[src/hdl/ets_pkg.sv]
// ets_pkg: shared types and constants for the escaped token splitter
// used by the channel interfaces, the classifier and the top level
`default_nettype none
package ets_pkg;

  localparam int UNIT_W      = 16;
  localparam int CFG_W       = 64;
  localparam int COUNT_W     = 3;
  localparam int CFG_IDX_W   = 3;
  localparam int STATUS_W    = 2;
  localparam int SET_ENTRIES_DEF = 4;

  // result queue geometry
  localparam int FIFO_DEPTH  = 4;
  localparam int PTR_W       = 2;
  localparam int CNT_W       = 3;

  localparam logic [UNIT_W-1:0] ESC_UNIT = 16'h005C;
  localparam logic [UNIT_W-1:0] EOS_UNIT = 16'h0000;

  // token status codes
  localparam logic [STATUS_W-1:0] ST_OK     = 2'd0;
  localparam logic [STATUS_W-1:0] ST_EOS    = 2'd1;
  localparam logic [STATUS_W-1:0] ST_BSEND  = 2'd2;
  localparam logic [STATUS_W-1:0] ST_FORBID = 2'd3;

  // configuration register indexes
  localparam logic [CFG_IDX_W-1:0] REG_STOP_SET        = 3'd0;
  localparam logic [CFG_IDX_W-1:0] REG_STOP_COUNT      = 3'd1;
  localparam logic [CFG_IDX_W-1:0] REG_FORBIDDEN_SET   = 3'd2;
  localparam logic [CFG_IDX_W-1:0] REG_FORBIDDEN_COUNT = 3'd3;
  localparam logic [CFG_IDX_W-1:0] REG_KEEP_SET        = 3'd4;
  localparam logic [CFG_IDX_W-1:0] REG_KEEP_COUNT      = 3'd5;
  localparam logic [CFG_IDX_W-1:0] REG_KEEP_ALL        = 3'd6;

  typedef struct packed {
    logic [UNIT_W-1:0]   out_char;
    logic                char_valid;
    logic                token_end;
    logic [STATUS_W-1:0] status;
    logic                last;
  } result_t;

  typedef struct packed {
    logic escape_pending;
    logic at_token_start;
  } scan_state_t;

endpackage
`default_nettype wire

[src/hdl/ets_if.sv]
// ets_if: valid/ready channel interfaces for code units and token results
// depends on ets_pkg for field widths
`default_nettype none
interface ets_in_if;
  logic                      valid;
  logic                      ready;
  logic [ets_pkg::UNIT_W-1:0] code_unit;

  modport source (output valid, output code_unit, input ready);
  modport sink   (input valid, input code_unit, output ready);
endinterface

interface ets_out_if;
  logic                        valid;
  logic                        ready;
  logic [ets_pkg::UNIT_W-1:0]   out_char;
  logic                        char_valid;
  logic                        token_end;
  logic [ets_pkg::STATUS_W-1:0] status;
  logic                        last;

  modport source (output valid, output out_char, output char_valid, output token_end,
                  output status, output last, input ready);
  modport sink   (input valid, input out_char, input char_valid, input token_end,
                  input status, input last, output ready);
endinterface
`default_nettype wire

[src/hdl/ets_classify.sv]
// ets_classify: one-item decision logic, set compares and result forming
// depends on ets_pkg for result and state types
`default_nettype none
module ets_classify #(
  parameter int SET_ENTRIES = ets_pkg::SET_ENTRIES_DEF
) (
  input  wire logic [ets_pkg::UNIT_W-1:0]  code,
  input  wire ets_pkg::scan_state_t        cur,
  input  wire logic [ets_pkg::UNIT_W-1:0]  stop_set      [SET_ENTRIES],
  input  wire logic [ets_pkg::COUNT_W-1:0] stop_count,
  input  wire logic [ets_pkg::UNIT_W-1:0]  forbidden_set [SET_ENTRIES],
  input  wire logic [ets_pkg::COUNT_W-1:0] forbidden_count,
  input  wire logic [ets_pkg::UNIT_W-1:0]  keep_set      [SET_ENTRIES],
  input  wire logic [ets_pkg::COUNT_W-1:0] keep_count,
  input  wire logic                        keep_all,
  output ets_pkg::scan_state_t             nxt,
  output logic [1:0]                       res_n,
  output ets_pkg::result_t                 res0,
  output ets_pkg::result_t                 res1
);

  logic stop_hit;
  logic forbid_hit;
  logic keep_hit;

  // entries at or above the count are ignored
  always_comb begin
    stop_hit   = 1'b0;
    forbid_hit = 1'b0;
    keep_hit   = 1'b0;
    for (int i = 0; i < SET_ENTRIES; i++) begin
      if ((ets_pkg::COUNT_W'(i) < stop_count) && (stop_set[i] == code))
        stop_hit = 1'b1;
      if ((ets_pkg::COUNT_W'(i) < forbidden_count) && (forbidden_set[i] == code))
        forbid_hit = 1'b1;
      if ((ets_pkg::COUNT_W'(i) < keep_count) && (keep_set[i] == code))
        keep_hit = 1'b1;
    end
  end

  always_comb begin
    nxt   = cur;
    res_n = 2'd0;
    res0  = '0;
    res1  = '0;
    if (cur.escape_pending) begin
      nxt.escape_pending = 1'b0;
      if (code == ets_pkg::EOS_UNIT) begin
        nxt.at_token_start = 1'b1;
        res_n = 2'd1;
        res0  = '{out_char: '0, char_valid: 1'b0, token_end: 1'b1,
                  status: ets_pkg::ST_BSEND, last: 1'b1};
      end else if (keep_all || keep_hit) begin
        nxt.at_token_start = 1'b0;
        res_n = 2'd2;
        res0  = '{out_char: ets_pkg::ESC_UNIT, char_valid: 1'b1, token_end: 1'b0,
                  status: ets_pkg::ST_OK, last: 1'b0};
        res1  = '{out_char: code, char_valid: 1'b1, token_end: 1'b0,
                  status: ets_pkg::ST_OK, last: 1'b1};
      end else begin
        nxt.at_token_start = 1'b0;
        res_n = 2'd1;
        res0  = '{out_char: code, char_valid: 1'b1, token_end: 1'b0,
                  status: ets_pkg::ST_OK, last: 1'b1};
      end
    end else if (code == ets_pkg::EOS_UNIT) begin
      nxt.at_token_start = 1'b1;
      res_n = 2'd1;
      res0  = '{out_char: '0, char_valid: 1'b0, token_end: 1'b1,
                status: cur.at_token_start ? ets_pkg::ST_EOS : ets_pkg::ST_OK,
                last: 1'b1};
    end else if (code == ets_pkg::ESC_UNIT) begin
      nxt.escape_pending = 1'b1;
      nxt.at_token_start = 1'b0;
    end else if (stop_hit) begin
      nxt.at_token_start = 1'b1;
      res_n = 2'd1;
      res0  = '{out_char: '0, char_valid: 1'b0, token_end: 1'b1,
                status: ets_pkg::ST_OK, last: 1'b1};
    end else if (forbid_hit) begin
      nxt.at_token_start = 1'b1;
      res_n = 2'd1;
      res0  = '{out_char: '0, char_valid: 1'b0, token_end: 1'b1,
                status: ets_pkg::ST_FORBID, last: 1'b1};
    end else begin
      nxt.at_token_start = 1'b0;
      res_n = 2'd1;
      res0  = '{out_char: code, char_valid: 1'b1, token_end: 1'b0,
                status: ets_pkg::ST_OK, last: 1'b1};
    end
  end

endmodule
`default_nettype wire

[src/hdl/escaped_token_splitter_top.sv]
// escaped_token_splitter_top: code units pass an input register stage, then the result queue
// throughput: one code unit per cycle while the queue has room; an escaped unit whose
// backslash is kept yields two results, paced by the output handshake at one result per cycle
// the four-entry result queue must have room for two results before the input stage advances
// synchronous active-high rst clears scan state, queue and config (keep_all resets to 1)
// depends on ets_pkg, ets_if (ets_in_if, ets_out_if) and ets_classify
`default_nettype none
module escaped_token_splitter_top #(
  parameter int SET_ENTRIES = ets_pkg::SET_ENTRIES_DEF
) (
  input  wire logic                          clk,
  input  wire logic                          rst,
  ets_in_if.sink                             units,
  ets_out_if.source                          tokens,
  input  wire logic                          cfg_we,
  input  wire logic [ets_pkg::CFG_IDX_W-1:0] cfg_index,
  input  wire logic [ets_pkg::CFG_W-1:0]     cfg_data
);

  // configuration registers; only the first SET_ENTRIES characters of each set are stored
  logic [ets_pkg::UNIT_W-1:0]  stop_set      [SET_ENTRIES];
  logic [ets_pkg::UNIT_W-1:0]  forbidden_set [SET_ENTRIES];
  logic [ets_pkg::UNIT_W-1:0]  keep_set      [SET_ENTRIES];
  logic [ets_pkg::COUNT_W-1:0] stop_count;
  logic [ets_pkg::COUNT_W-1:0] forbidden_count;
  logic [ets_pkg::COUNT_W-1:0] keep_count;
  logic                        keep_all;

  always_ff @(posedge clk) begin
    if (rst) begin
      for (int i = 0; i < SET_ENTRIES; i++) begin
        stop_set[i]      <= '0;
        forbidden_set[i] <= '0;
        keep_set[i]      <= '0;
      end
      stop_count      <= '0;
      forbidden_count <= '0;
      keep_count      <= '0;
      keep_all        <= 1'b1;
    end else if (cfg_we) begin
      unique case (cfg_index)
        ets_pkg::REG_STOP_SET: begin
          for (int i = 0; i < SET_ENTRIES; i++)
            stop_set[i] <= cfg_data[i*ets_pkg::UNIT_W +: ets_pkg::UNIT_W];
        end
        ets_pkg::REG_STOP_COUNT:      stop_count <= cfg_data[ets_pkg::COUNT_W-1:0];
        ets_pkg::REG_FORBIDDEN_SET: begin
          for (int i = 0; i < SET_ENTRIES; i++)
            forbidden_set[i] <= cfg_data[i*ets_pkg::UNIT_W +: ets_pkg::UNIT_W];
        end
        ets_pkg::REG_FORBIDDEN_COUNT: forbidden_count <= cfg_data[ets_pkg::COUNT_W-1:0];
        ets_pkg::REG_KEEP_SET: begin
          for (int i = 0; i < SET_ENTRIES; i++)
            keep_set[i] <= cfg_data[i*ets_pkg::UNIT_W +: ets_pkg::UNIT_W];
        end
        ets_pkg::REG_KEEP_COUNT:      keep_count <= cfg_data[ets_pkg::COUNT_W-1:0];
        ets_pkg::REG_KEEP_ALL:        keep_all <= cfg_data[0];
        default: ; // writes past the register list are dropped
      endcase
    end
  end

  // input register stage
  logic                       s1_valid;
  logic [ets_pkg::UNIT_W-1:0] s1_code;
  logic                       fire;

  // result queue: four entries, up to two pushes and one pop per cycle
  ets_pkg::result_t           fifo [ets_pkg::FIFO_DEPTH];
  logic [ets_pkg::PTR_W-1:0]  rd_ptr;
  logic [ets_pkg::PTR_W-1:0]  wr_ptr;
  logic [ets_pkg::CNT_W-1:0]  count;
  logic [ets_pkg::CNT_W-1:0]  count_next;
  logic                       pop;

  // scan state carried across items
  ets_pkg::scan_state_t       scan;
  ets_pkg::scan_state_t       scan_next;
  logic [1:0]                 push_n;
  ets_pkg::result_t           res0;
  ets_pkg::result_t           res1;

  // the stage moves on only when the queue can take a two-result item
  assign fire        = s1_valid && (count <= ets_pkg::CNT_W'(ets_pkg::FIFO_DEPTH - 2));
  assign units.ready = !s1_valid || fire;
  assign pop         = tokens.valid && tokens.ready;

  always_ff @(posedge clk) begin
    if (rst) begin
      s1_valid <= 1'b0;
    end else if (units.valid && units.ready) begin
      s1_valid <= 1'b1;
    end else if (fire) begin
      s1_valid <= 1'b0;
    end
  end

  always_ff @(posedge clk) begin
    if (units.valid && units.ready) begin
      s1_code <= units.code_unit;
    end
  end

  ets_classify #(
    .SET_ENTRIES (SET_ENTRIES)
  ) u_classify (
    .code            (s1_code),
    .cur             (scan),
    .stop_set        (stop_set),
    .stop_count      (stop_count),
    .forbidden_set   (forbidden_set),
    .forbidden_count (forbidden_count),
    .keep_set        (keep_set),
    .keep_count      (keep_count),
    .keep_all        (keep_all),
    .nxt             (scan_next),
    .res_n           (push_n),
    .res0            (res0),
    .res1            (res1)
  );

  // escape flag and token-start flag advance once per processed item
  always_ff @(posedge clk) begin
    if (rst) begin
      scan.escape_pending <= 1'b0;
      scan.at_token_start <= 1'b1;
    end else if (fire) begin
      scan <= scan_next;
    end
  end

  // queue payload, no reset
  always_ff @(posedge clk) begin
    if (fire && (push_n != 2'd0)) begin
      fifo[wr_ptr] <= res0;
    end
    if (fire && (push_n == 2'd2)) begin
      fifo[ets_pkg::PTR_W'(wr_ptr + 1'b1)] <= res1;
    end
  end

  always_comb begin
    count_next = count;
    if (fire)
      count_next = ets_pkg::CNT_W'(count_next + ets_pkg::CNT_W'(push_n));
    if (pop)
      count_next = ets_pkg::CNT_W'(count_next - 1'b1);
  end

  always_ff @(posedge clk) begin
    if (rst) begin
      rd_ptr <= '0;
      wr_ptr <= '0;
      count  <= '0;
    end else begin
      if (fire)
        wr_ptr <= ets_pkg::PTR_W'(wr_ptr + push_n);
      if (pop)
        rd_ptr <= ets_pkg::PTR_W'(rd_ptr + 1'b1);
      count <= count_next;
    end
  end

  // head of the queue drives the output channel
  assign tokens.valid      = (count != '0);
  assign tokens.out_char   = fifo[rd_ptr].out_char;
  assign tokens.char_valid = fifo[rd_ptr].char_valid;
  assign tokens.token_end  = fifo[rd_ptr].token_end;
  assign tokens.status     = fifo[rd_ptr].status;
  assign tokens.last       = fifo[rd_ptr].last;

  // queue never overfills
  assert property (@(posedge clk) disable iff (rst)
    count <= ets_pkg::CNT_W'(ets_pkg::FIFO_DEPTH))
    else $error("result queue overflow");

  // a non-final result always has its partner already queued behind it
  assert property (@(posedge clk) disable iff (rst)
    pop && !tokens.last |-> count >= ets_pkg::CNT_W'(2))
    else $error("first half of a result pair left without its partner");

  // a token-closing result never carries a character
  assert property (@(posedge clk) disable iff (rst)
    tokens.valid && tokens.token_end |-> !tokens.char_valid)
    else $error("token end with a character attached");

  // a pending escape always sits inside a token
  assert property (@(posedge clk) disable iff (rst)
    scan.escape_pending |-> !scan.at_token_start)
    else $error("escape pending at token start");

endmodule
`default_nettype wire
[src/flat_wrapper.sv]
// flat-port wrapper written by rule: the top's interface ports become plain ports
module escaped_token_splitter_top_flat 
#(
  parameter int SET_ENTRIES = ets_pkg::SET_ENTRIES_DEF
)
  (clk, rst, cfg_we, cfg_index, cfg_data, units_valid, units_code_unit, units_ready, tokens_valid, tokens_out_char, tokens_char_valid, tokens_token_end, tokens_status, tokens_last, tokens_ready);
  ets_in_if units_i ();
  ets_out_if tokens_i ();
  input  wire logic clk;
  input  wire logic rst;
  input  wire logic cfg_we;
  input  wire logic [ets_pkg::CFG_IDX_W-1:0] cfg_index;
  input  wire logic [ets_pkg::CFG_W-1:0] cfg_data;
  input wire logic [$bits(units_i.valid)-1:0] units_valid;
  input wire logic [$bits(units_i.code_unit)-1:0] units_code_unit;
  output wire logic [$bits(units_i.ready)-1:0] units_ready;
  output wire logic [$bits(tokens_i.valid)-1:0] tokens_valid;
  output wire logic [$bits(tokens_i.out_char)-1:0] tokens_out_char;
  output wire logic [$bits(tokens_i.char_valid)-1:0] tokens_char_valid;
  output wire logic [$bits(tokens_i.token_end)-1:0] tokens_token_end;
  output wire logic [$bits(tokens_i.status)-1:0] tokens_status;
  output wire logic [$bits(tokens_i.last)-1:0] tokens_last;
  input wire logic [$bits(tokens_i.ready)-1:0] tokens_ready;
  assign units_i.valid = units_valid;
  assign units_i.code_unit = units_code_unit;
  assign units_ready = units_i.ready;
  assign tokens_valid = tokens_i.valid;
  assign tokens_out_char = tokens_i.out_char;
  assign tokens_char_valid = tokens_i.char_valid;
  assign tokens_token_end = tokens_i.token_end;
  assign tokens_status = tokens_i.status;
  assign tokens_last = tokens_i.last;
  assign tokens_i.ready = tokens_ready;
  escaped_token_splitter_top #(.SET_ENTRIES(SET_ENTRIES)) u_core (.clk(clk), .rst(rst), .units(units_i), .tokens(tokens_i), .cfg_we(cfg_we), .cfg_index(cfg_index), .cfg_data(cfg_data));
endmodule
[config.mk]
export PLATFORM = sky130hd
export DESIGN_NAME = escaped_token_splitter_top_flat
export DESIGN_NICKNAME = d
export VERILOG_FILES = /design/src/hdl/ets_pkg.sv /design/src/hdl/ets_if.sv /design/src/hdl/ets_classify.sv /design/src/hdl/escaped_token_splitter_top.sv /design/src/flat_wrapper.sv
export SDC_FILE = /design/constraint.sdc
export NUM_CORES = 1
export LEC_CHECK = 0
export ABC_AREA = 1
export BUFFER_PORTS_ARGS = -buffer_cell sky130_fd_sc_hd__buf_2
export CORE_UTILIZATION = 50
export DETAILED_ROUTE_END_ITERATION = 7
export PLACE_DENSITY = 0.73
export SETUP_SLACK_MARGIN = 0.1
export SYNTH_ARGS = -nofsm -noshare
export SYNTH_HDL_FRONTEND = slang
export SYNTH_SLANG_ARGS = --single-unit
[constraint.sdc]
create_clock -name clk -period 3.6 [get_ports clk]
set_clock_uncertainty 0.2 [all_clocks]
set_input_delay 0.54 -clock clk [delete_from_list [all_inputs] [get_ports clk]]
set_output_delay 0.54 -clock clk [all_outputs]
set_load 0.01 [all_outputs]
==> impl_metrics.py, run 1 <==
metrics = {
    "clock_tree": {
        "cts.sinks": 314,
        "cts_buffers": 35,
        "clk_latency_ns": 0.52,
        "cts_tree": "done",
        "htreeDepth": 2,
        "clk_pin_slew_ns": 0.06,
        "cts_buffer_depth": 3,
        "root_buffer": "clkbuf_16",
    },
    "sta": {
        "hold_viol": 0,
        "slew_violations": 0,
        "worst_pin_slew_ns": 1.10,
        "min_period_over_period": 0.918,
        "finalSetupTns_ns": 0,
        "relSlewSlack": 0.262,
        "rsz0062_at_grt": "no",
        "min_period_ns": 3.31,
        "max_freq_mhz": 302,
        "setup_viol": 0,
    },
    "cells_and_area": {
        "drive_gt1_frac": 0.127,
        "stdcell_count": 2751,
        "nets": 2414,
        "syn2layout_area_growth_pct": 14.7,
    },
    "setup_path": {
        "crit_arrival_ns": 3.31,
        "required_ns": 3.61,
        "cp-start-kind": "flop",
        "crit_type": "flop to flop",
        "crit_end": "u_core.fifo[1][5]",
        "crit_start": "u_core.s1_code[11]",
        "cp_max_fo": 19,
        "r2r_start": "u_core.s1_code[11]",
        "reg2reg_depth": 12,
        "end_kind": "flop",
        "worst-r2r-setup-slack_ns": 0.29,
        "r2r_end": "u_core.fifo[1][5]",
    },
    "routing": {
        "num_vias": 15700,
        "first_iter_violations": 1479,
        "routed_wl_um": 56300,
        "drtPass1Iterations": 5,
        "via_per_inst": 5.69,
        "drc": 0,
        "ant_nets": 0,
        "wl_per_cell_um": 20.5,
    },
    "power_and_ir_drop": {
        "p_per_area_mw_per_mm2": 524,
        "max-vdd-ir-drop_mv": 0.395,
        "leakagePower_nw": 7.94,
    },
    "synthesis": {
        "async_reset_ff_frac": 0,
        "synth.distinct_cells": 43,
        "yosys_warnings": 0,
        "synth_area_mm2": 0.0161,
        "synth_area_leader_cell": "dfxtp_1",
        "synth_area_per_cell_um2": 7.25,
        "yosysTopAreaCellShare": 0.280,
        "synth_area_leaders": "dfxtp_1 28%, edfxtp_1 16%, nor2_1 9.9%, nand2_1 9.8%, o21ai_0 8.9%",
        "seq_area_frac_synth": 0.444,
        "synth_top_flop_cell": "dfxtp_1",
        "ys_ff_latch": 314,
        "synthCells": 2227,
        "synth_edf_count": 88,
        "syn_nets": 2319,
    },
    "die": {
        "core_mm2": 0.0316,
        "io_pins": 111,
        "dieArea_mm2": 0.0330,
        "row_count": 65,
        "die_h_um": 182,
        "start_util": 0.510,
        "die_w_um": 182,
    },
    "outcome": {
        "status": "complete, no violations",
    },
    "placed_design": {
        "place_inst": 2671,
        "gp_congestion": 0.981,
        "hpwl_um": 40800,
        "io_buffers": 110,
    },
    "run": {
        "cap_viol_max_count": 0,
    },
    "global_route": {
        "grt_use_total": 0.338,
        "grt_overflow_total": 0,
        "grt_pass1_vias": 14700,
        "grt_max_degree": 95,
        "grt_pass1_wl_um": 84600,
        "antenna_found_initial": 1,
    },
    "min_path": {
        "min_from": "units_code_unit[11]",
        "hp-class": "input port to flop",
    },
}
## layout by cell type, fill, tap and decap left out, types with 20 or more instances in the layout
| cell | n |
|---|---|
| dfxtp_1 | 226 |
| o21ai_0 | 285 |
| nand2_1 | 419 |
| o22ai_1 | 22 |
| buf_2 | 110 |
| nand4_1 | 90 |
| nand3_1 | 68 |
| nor3_1 | 20 |
| xor2_1 | 40 |
| clkbuf_16 | 39 |
| inv_1 | 145 |
| edfxtp_1 | 88 |
| nor2_1 | 422 |
| a21oi_1 | 108 |
| xnor2_1 | 51 |
| buf_4 | 69 |
## layout make-up
cell class,count,area (µm²)
Antenna cell,1,2.50
Tap cell,402,503
Timing Repair Buffer,197,1330
Inverter,170,657
Multi-Input combinational cell,1604,7650
Clock buffer,54,1070
Clock inverter,9,144
Fill cell,2983,13100
Sequential cell,314,7170
## report_power, final
| group | internal (mW) | switching [mW] | total (mW) |
|---|---|---|---|
| logic | 0.648 | 1.25 | 1.90 |
| registers | 3.89 | 0.142 | 4.03 |
| clock network | 2.33 | 1.44 | 3.77 |
| total | 6.87 | 2.83 | 9.71 |
## layer usage
metal / GRT usage / vias to the layer above / share of wire
li1: - / 7480 / -
met3: 0.0497 / 120 / 0.075
met2: 0.566 / 703 / 0.47
met5: 0 / - / 0
met4: 0.129 / 0 / 0.038
met1: 0.441 / 7349 / 0.42
## logic make-up (layout without fill, tap and decap cells)
logic type | Yosys count | after routing | share of synthesized area
buffers and inverters | 309 | 430 | 0.0846
DFF | 314 | 314 | 0.444
other | 0 | 1 | 0
AOI/OAI and AO/OA | 436 | 436 | 0.138
xor gates and xnor gates | 92 | 92 | 0.0499
adders and majority gates | 4 | 4 | 0.00357
and+or+nand+nor | 1072 | 1072 | 0.280
## synthesized netlist by cell type, types with 3 or more instances
cell type and number:
a21oi_1 110, buf_2 27, buf_4 21, buf_6 11
clkbuf_1 77, clkinv_2 4, dfxtp_1 226, edfxtp_1 88
ha_1 3, inv_1 149, inv_2 15, nand2_1 420
nand2_2 7, nand3_1 68, nand3b_1 11, nand4_1 90
nor2_1 427, nor2_2 5, nor3_1 20, nor3b_1 3
o21ai_0 286, o21ai_1 13, o22ai_1 22, or2_1 8
or2_2 6, xnor2_1 52, xor2_1 40
## state kept, by name (all words and copies together) (netlist names), 3 cells and up, named ones only
| signal | cells |
|---|---|
| u_core.keep_set | 64 |
| u_core.stop_set | 64 |
| u_core.keep_count | 3 |
| u_core.s1_code | 16 |
| u_core.forbidden_set | 64 |
| u_core.stop_count | 3 |
| u_core.forbidden_count | 3 |
| u_core.fifo | 84 |
| u_core.count | 3 |
## worst max-delay path, stage by stage (launching register included)
cell        delay, ns
edfxtp_1         0.47
clkinvlp_4       0.17
buf_4            0.17
nand4_1          0.10
nor2_2           0.07
nand4_1          0.09
nor2_2           0.06
nand2_1          0.08
nand2_2          0.10
nor2_2           0.71
inv_1            0.28
nand2_1          0.28
buf_12           0.20
## metrics by stage
| step | util | hold WS, ns | setup slack [ns] | power, mW | instance area (µm²) |
|---|---|---|---|---|---|
| global route | 0.585 | 0.00319 | 0.105 | 10.1 | 18500 |
| detailed placement | 0.540 | 0.257 | 0.290 | 5.94 | 17100 |
| finish | 0.585 | 0.0108 | 0.294 | 9.71 | 18500 |
| CTS | 0.580 | 0.00395 | 0.244 | 9.68 | 18300 |
| floorplan | - | 0.234 | 0.612 | 5.25 | 16100 |
| global placement | 0.540 | 0.254 | 0.316 | 5.89 | 17100 |
## worst min-delay path by stage
stage                                    end  slack, ns  cells past startpoint
floorplan                     u_core.scan[0]       0.23                      2
detailed placement  u_core.forbidden_set[35]       0.26                      2
global placement         u_core.stop_set[35]       0.25                      2
finish                    u_core.s1_code[11]       0.01                      1
CTS                       u_core.s1_code[10]      0.004                      1
global route              u_core.s1_code[11]      0.003                      1
## timing repair
action / CTS / global route
buffers inserted: 0 / 9
hold endpoints to repair: 5 / 1
endpoints found under the setup margin: 0 / 2
hold buffers: 5 / 1
resized for setup: 0 / 21
(Power assumes the default switching activity.)
==> run 2, diff against run 1 <==
--- a/config.mk
+++ b/config.mk
@@ -9,8 +9,11 @@
 export BUFFER_PORTS_ARGS = -buffer_cell sky130_fd_sc_hd__buf_2
 export CORE_UTILIZATION = 50
 export DETAILED_ROUTE_END_ITERATION = 7
+export GPL_TIMING_DRIVEN = 0
 export PLACE_DENSITY = 0.73
 export SETUP_SLACK_MARGIN = 0.1
+export SKIP_LAST_GASP = 1
 export SYNTH_ARGS = -nofsm -noshare
 export SYNTH_HDL_FRONTEND = slang
+export SYNTH_HIERARCHICAL = 1
 export SYNTH_SLANG_ARGS = --single-unit
==> run 2 against run 1 <==
Synthesized cell count increased by 15%. Power increased by 2.2%. Area after synthesis increased by 6.9%. Critical endpoint is now u_core/count[1]. Clock power increased by 3%. Sequential share of layout area decreased by 4.2 points. Utilization increased by 4.1 points. Global-route usage increased by 3.0 points.
==> impl_metrics.py, run 2 <==
metrics = {
    "global_route": {
        "grt_max_degree": 17,
        "use_met2": 0.628,
        "grt_pass1_vias": 16800,
        "grt_pass1_wl_um": 97700,
        "met3_usage": 0.0618,
        "gr-usage-met1": 0.429,
        "busiest_layer": "met2",
        "antenna_found_initial": 2,
        "grt_use_total": 0.368,
        "grt_overflow_total": 0,
    },
    "die": {
        "io_pins": 111,
        "row_count": 67,
        "dieArea_mm2": 0.0353,
        "die_h_um": 188,
        "core_mm2": 0.0338,
        "start_util": 0.511,
        "die_w_um": 188,
    },
    "setup_path": {
        "end_kind": "flop",
        "r2r_end": "u_core/count[1]",
        "crit_arrival_ns": 3.82,
        "reg2reg_depth": 25,
        "crit_start": "u_core/s1_code[6]",
        "r2r_start": "u_core/s1_code[6]",
        "worst-r2r-setup-slack_ns": 0.04,
        "worst_path_largest_cell_delay_ns": 0.53,
        "crit_cells": 25,
        "required_ns": 3.86,
        "crit_family": "simple AND/OR/NAND/NOR gates",
        "cp-start-kind": "flop",
        "path_buf_inv": 7,
        "cpMostUsedCell": "nand2_2",
        "crit_type": "flop to flop",
        "crit_end": "u_core/count[1]",
        "cpMaxStageDelayCell": "edfxtp_1",
        "cp_max_fo": 6,
    },
    "power_and_ir_drop": {
        "p_per_area_mw_per_mm2": 469,
        "max-vdd-ir-drop_mv": 0.391,
        "leakagePower_nw": 9.66,
    },
    "synthesis": {
        "synth_area_leaders": "dfxtp_1 25%, edfxtp_1 17%, nand2_1 17%, nor2_1 14%, o21ai_0 7.9%",
        "synth_top_flop_cell": "dfxtp_1",
        "async_reset_ff_frac": 0,
        "seq_area_frac_synth": 0.422,
        "synthCells": 2570,
        "yosysTopAreaCellShare": 0.248,
        "synth_edf_count": 100,
        "synth_area_mm2": 0.0173,
        "synthTopCellsByCount": "759 x nand2_1, 646 x nor2_1, 272 x o21ai_0, 214 x dfxtp_1, 177 x inv_1",
        "ys_ff_latch": 314,
        "yosys_warnings": 6,
        "synth_area_per_cell_um2": 6.71,
        "synth.distinct_cells": 39,
        "synth_area_leader_cell": "dfxtp_1",
        "synth.most_common_cell": "nand2_1",
    },
    "sta": {
        "relSlewSlack": 0.492,
        "slew_violations": 0,
        "fin_ws_ns": 0.0428,
        "worst_pin_slew_ns": 0.762,
        "rsz0062_at_grt": "yes",
        "setup_viol": 0,
        "min_period_ns": 3.56,
        "min_period_over_period": 0.988,
        "holdWs_ns": 0.0146,
        "hold_viol": 0,
        "max_freq_mhz": 281,
    },
    "cells_and_area": {
        "fillers": 2997,
        "mostFrequentLayoutCell": "nand2_1",
        "layout_common_cells": "748 x nand2_1, 636 x nor2_1, 267 x o21ai_0",
        "diodes": 0,
        "seqCellArea_mm2": 0.00729,
        "regMostFlops": "u_core/fifo",
        "drive_gt1_frac": 0.155,
        "multi_input_area_mm2": 0.00858,
        "fin_area_mm2": 0.0212,
        "nets": 2909,
        "syn2layout_area_growth_pct": 22.6,
        "largest_reg_flops": 84,
    },
    "clock_tree": {
        "cts_buffer_depth": 3,
        "clk_pin_slew_ns": 0.06,
        "cts.sinks": 314,
        "clk_latency_ns": 0.53,
        "cts_tree": "done",
        "cts_buffers": 36,
        "root_buffer": "clkbuf_16",
        "htreeDepth": 2,
    },
    "routing": {
        "via_per_inst": 5.53,
        "wl_per_cell_um": 20.3,
        "ant_nets": 0,
        "drc": 0,
        "first_iter_violations": 1882,
        "routed_wl_um": 66700,
        "num_vias": 18200,
        "drtPass1Iterations": 8,
    },
    "placed_design": {
        "dp_slack_ns": -0.869,
        "hpwl_um": 45500,
        "place_area_mm2": 0.0185,
        "io_buffers": 110,
        "gp_congestion": 0.967,
    },
    "run": {
        "cap_viol_max_count": 0,
    },
    "min_path": {
        "hp-class": "input port to flop",
    },
    "outcome": {
        "status": "complete, no violations",
    },
}
[run 2: cell type report]
class	count	share of cell area
Timing Repair Buffer	207	0.0726
Buffer	135	0.0537
Sequential cell	314	0.344
Clock buffer	49	0.0488
Clock inverter	14	0.00976
Multi-Input combinational cell	1919	0.405
Inverter	204	0.0388
Tap cell	448	0.0265
[run 2: logic make-up after synthesis]
group                    count (synthesis)  share of synthesized area
AND/OR/NAND/NOR                       1531                      0.352
flip-flops                             314                      0.422
buffers and inverters                  339                     0.0944
other                                    1                   0.000217
AO/OA/AOI/OAI                          322                     0.0979
XOR/XNOR                                59                     0.0299
adder cells (fa/ha/maj)                  4                    0.00334
[run 2: metal layers]
metal / share of wire / vias up
li1: - / 8517
met4: 0.074 / 2
met1: 0.37 / 8312
met3: 0.095 / 317
met5: 0.00013 / -
met2: 0.47 / 1043
[run 2: what timing repair did]
action | CTS | global route
hold buffers | 15 | 0
buffers inserted | 52 | 23
cloned | 3 | 1
gates resized for setup | 134 | 30
pin swaps | 26 | 21
endpoints found under the hold margin | 15 | 0
setup endpoints to repair | 173 | 142
[run 2: per-stage QoR]
step,setup TNS [ns],util,instances,power (mW)
floorplan,0,-,2572,5.12
global placement,-169.38,0.544,3130,5.73
detailed placement,-89.62,0.548,3135,5.79
CTS,0,0.619,3268,9.83
global route,-0.609,0.626,3290,10.3
finish,0,0.626,3290,9.92
[run 2: worst min-delay path by stage]
stage,startpoint,end,slack [ns],cells past startpoint
6_report,units_code_unit[15],u_core/s1_code[15],0.01,1
5_1_grt,units_code_unit[15],u_core/s1_code[15],0.002,1
4_1_cts,units_code_unit[15],u_core/s1_code[15],0.002,1
3_5_place_dp,u_core/forbidden_count[0],u_core/forbidden_count[0],0.24,2
3_3_place_gp,u_core/forbidden_count[0],u_core/forbidden_count[0],0.24,2
2_1_floorplan,u_core/forbidden_count[0],u_core/forbidden_count[0],0.22,2
[run 2: power by group]
| part | internal (mW) | switching, mW | total (mW) | leakage [nW] |
|---|---|---|---|---|
| Clock | 2.37 | 1.52 | 3.89 | 0.597 |
| Combinational | 0.739 | 1.31 | 2.04 | 6.42 |
| Sequential | 3.86 | 0.130 | 3.99 | 2.65 |
| Total | 6.97 | 2.95 | 9.92 | 9.66 |
==> run 3, diff against run 2 <==
--- a/config.mk
+++ b/config.mk
@@ -8,6 +8,7 @@
 export ABC_AREA = 1
 export BUFFER_PORTS_ARGS = -buffer_cell sky130_fd_sc_hd__buf_2
 export CORE_UTILIZATION = 50
+export CTS_BUF_LIST = sky130_fd_sc_hd__clkbuf_4 sky130_fd_sc_hd__clkbuf_8
 export DETAILED_ROUTE_END_ITERATION = 7
 export GPL_TIMING_DRIVEN = 0
 export PLACE_DENSITY = 0.73
==> run 3 against run 2 <==
Sequential share of layout area is 0.35 points lower. Utilization increased by 0.65 points. Sequential cell count stayed put. Via count up 0.91%. Critical path depth fell by 1. Wire length up 0.31%. Setup slack lost 0.037 ns. Largest cell class unchanged. Critical path type unchanged. Register-to-register slack got worse by 0.04 ns. Highest routed layer is now met4. Largest power group unchanged. Hold slack improved by 0.0013 ns. Die area did not move.
==> impl_metrics.py, run 3 (synthesis gave the netlist of run 2 again) <==
metrics = {
    "clock_tree": {
        "clk_latency_ns": 0.63,
        "cts_buffers": 52,
        "cts_tree": "done",
        "htreeDepth": 2,
        "clk_pin_slew_ns": 0.07,
        "cts.sinks": 314,
        "root_buffer": "clkbuf_8",
        "cts_buffer_depth": 3,
    },
    "min_path": {
        "worstHoldPathCells": 3,
        "min_from": "cfg_data[30]",
        "hp-class": "input port to flop",
    },
    "routing": {
        "drtPass1Iterations": 8,
        "first_iter_violations": 1815,
        "wl_per_cell_um": 19.9,
        "num_vias": 18400,
        "ant_nets": 0,
        "drc": 0,
        "routed_wl_um": 66900,
        "via_per_inst": 5.46,
    },
    "die": {
        "die_w_um": 188,
        "io_pins": 111,
        "core_mm2": 0.0338,
        "start_util": 0.511,
        "row_count": 67,
        "dieArea_mm2": 0.0353,
        "die_h_um": 188,
    },
    "outcome": {
        "status": "complete, no violations",
    },
    "setup_path": {
        "cp-start-kind": "flop",
        "worst-r2r-setup-slack_ns": 0.006,
        "crit_type": "flop to flop",
        "crit_path_cell_trace": "buf_8, nand2_1, nand2_2, nor2_1, nand2_1, nor2_1, nand2_1, nor2_4, nor2_4, nand2_2, nand2_2, buf_6, inv_8, nor2_4, buf_6, ha_4, inv_2, fa_1, nand3_1, nand2_2, ha_4, nand2_1, nand2_1, a21oi_2",
        "reg2reg_depth": 24,
        "crit_arrival_ns": 3.94,
        "crit_end": "u_core/count[1]",
        "worst_path_largest_cell_delay_ns": 0.49,
        "r2r_end": "u_core/count[1]",
        "cpMostUsedCell": "nand2_1",
        "cp_max_fo": 10,
        "cpMaxStageDelayCell": "edfxtp_1",
        "r2r_start": "u_core/s1_code[10]",
        "crit_start": "u_core/s1_code[10]",
        "end_kind": "flop",
        "required_ns": 3.95,
    },
    "global_route": {
        "grt_pass1_vias": 17300,
        "antenna_found_initial": 1,
        "grt_max_degree": 17,
        "grt_use_total": 0.371,
        "grt_overflow_total": 0,
        "grt_pass1_wl_um": 98800,
    },
    "cells_and_area": {
        "regMostFlops": "u_core/fifo",
        "fin_area_mm2": 0.0214,
        "mostFrequentLayoutCell": "nand2_1",
        "nets": 2960,
        "diodes": 0,
        "largest_reg_flops": 84,
        "layout_common_cells": "752 x nand2_1, 637 x nor2_1, 267 x o21ai_0",
        "syn2layout_area_growth_pct": 23.9,
        "utilization": 0.633,
        "drive_gt1_frac": 0.160,
    },
    "power_and_ir_drop": {
        "max-vdd-ir-drop_mv": 0.368,
        "power.share.clock": 0.369,
        "p_per_area_mw_per_mm2": 448,
        "p_sw_frac": 0.310,
        "p_int_mw": 6.61,
        "seqPwrFrac": 0.416,
        "p_switching_mw": 2.97,
        "p_comb_frac": 0.215,
        "leakagePower_nw": 9.81,
    },
    "sta": {
        "min_period_ns": 3.59,
        "worst_pin_slew_ns": 0.722,
        "rsz0062_at_grt": "yes",
        "slew_violations": 0,
        "min_period_over_period": 0.998,
        "setup_viol": 0,
        "relSlewSlack": 0.519,
        "max_freq_mhz": 278,
        "hold_viol": 0,
        "finalSetupTns_ns": 0,
    },
    "run": {
        "cap_viol_max_count": 0,
    },
    "placed_design": {
        "io_buffers": 110,
        "hpwl_um": 45500,
        "place_area_mm2": 0.0185,
        "gp_congestion": 0.967,
    },
}
run 3: cell count changes in the layout (fill, tap and decap cells not counted), moves of 3 or more:
cell	previous run	this run
clkbuf_8	4	65
clkbuf_4	0	14
clkbuf_16	40	2
clkinv_2	3	10
nand2_1	748	752
nand2_2	15	11
dlygate4sd3_1	15	55
clkbuf_1	56	49
buf_12	20	17
run 3: worst min path at each step:
stage / slack (ns) / to
after floorplan: 0.22 / u_core/forbidden_count[0]
after detailed placement: 0.24 / u_core/forbidden_count[0]
after global placement: 0.24 / u_core/forbidden_count[0]
after global routing: 0.01 / u_core/keep_set[46]
final: 0.02 / u_core/forbidden_set[46]
after CTS: 0.002 / u_core/forbidden_set[46]
run 3: repair_timing:
action | in CTS | in global routing
endpoints found under the hold margin | 100 | 0
endpoints found under the setup margin | 173 | 86
buffers inserted | 38 | 30
pin swaps | 19 | 24
gates resized for setup | 114 | 29
hold buffers | 55 | 0
cloned | 2 | 2
run 3: per-layer routing:
metal	wire, µm	up-vias	part of all wire	GRT usage
met5	0	-	0	0
met4	4480	0	0.067	0.234
met3	6410	276	0.096	0.0678
met2	31400	1085	0.47	0.633
met1	24600	8357	0.37	0.429
li1	-	8638	-	-
run 3: per-stage QoR:
step / std cells / setup WS (ns) / total power [mW] / hold WS, ns
2_1_floorplan: 2572 / 0.0115 / 5.12 / 0.224
3_3_place_gp: 3130 / -1.77 / 5.73 / 0.235
3_5_place_dp: 3135 / -0.869 / 5.79 / 0.245
4_1_cts: 3327 / 0.0676 / 9.46 / 0.00169
5_1_grt: 3359 / -0.0850 / 9.96 / 0.0112
6_report: 3359 / 0.00610 / 9.58 / 0.0159
run 3: cell type report:
cell class              instances  area, µm²
well taps                     448        561
flip-flops and latches        314       7290
clock buffers                  79       1000
fillers                      3015      12400
inverters                     204        818
plain buffers                 135       1110
multi-input cells            1919       8550
clock inverters                18        166
repair buffers                242       1880
run 3: critical path, delay by kind of cell (launching register included):
kind	cells	cell delay, ns
buffers and inverters	5	0.61
and+or+nand+nor	15	1.29
DFF	1	0.49
adders and majority gates	3	0.79
AOI/OAI and AO/OA	1	0.13
run 3: power groups by stage:
stage,combinational [mW],clock (mW),sequential [mW]
after floorplan,1.10,0,4.02
after global placement,1.67,0,4.06
after detailed placement,1.73,0,4.06
after CTS,1.93,3.54,3.98
after global routing,2.22,3.73,4.00
final,2.06,3.53,3.99
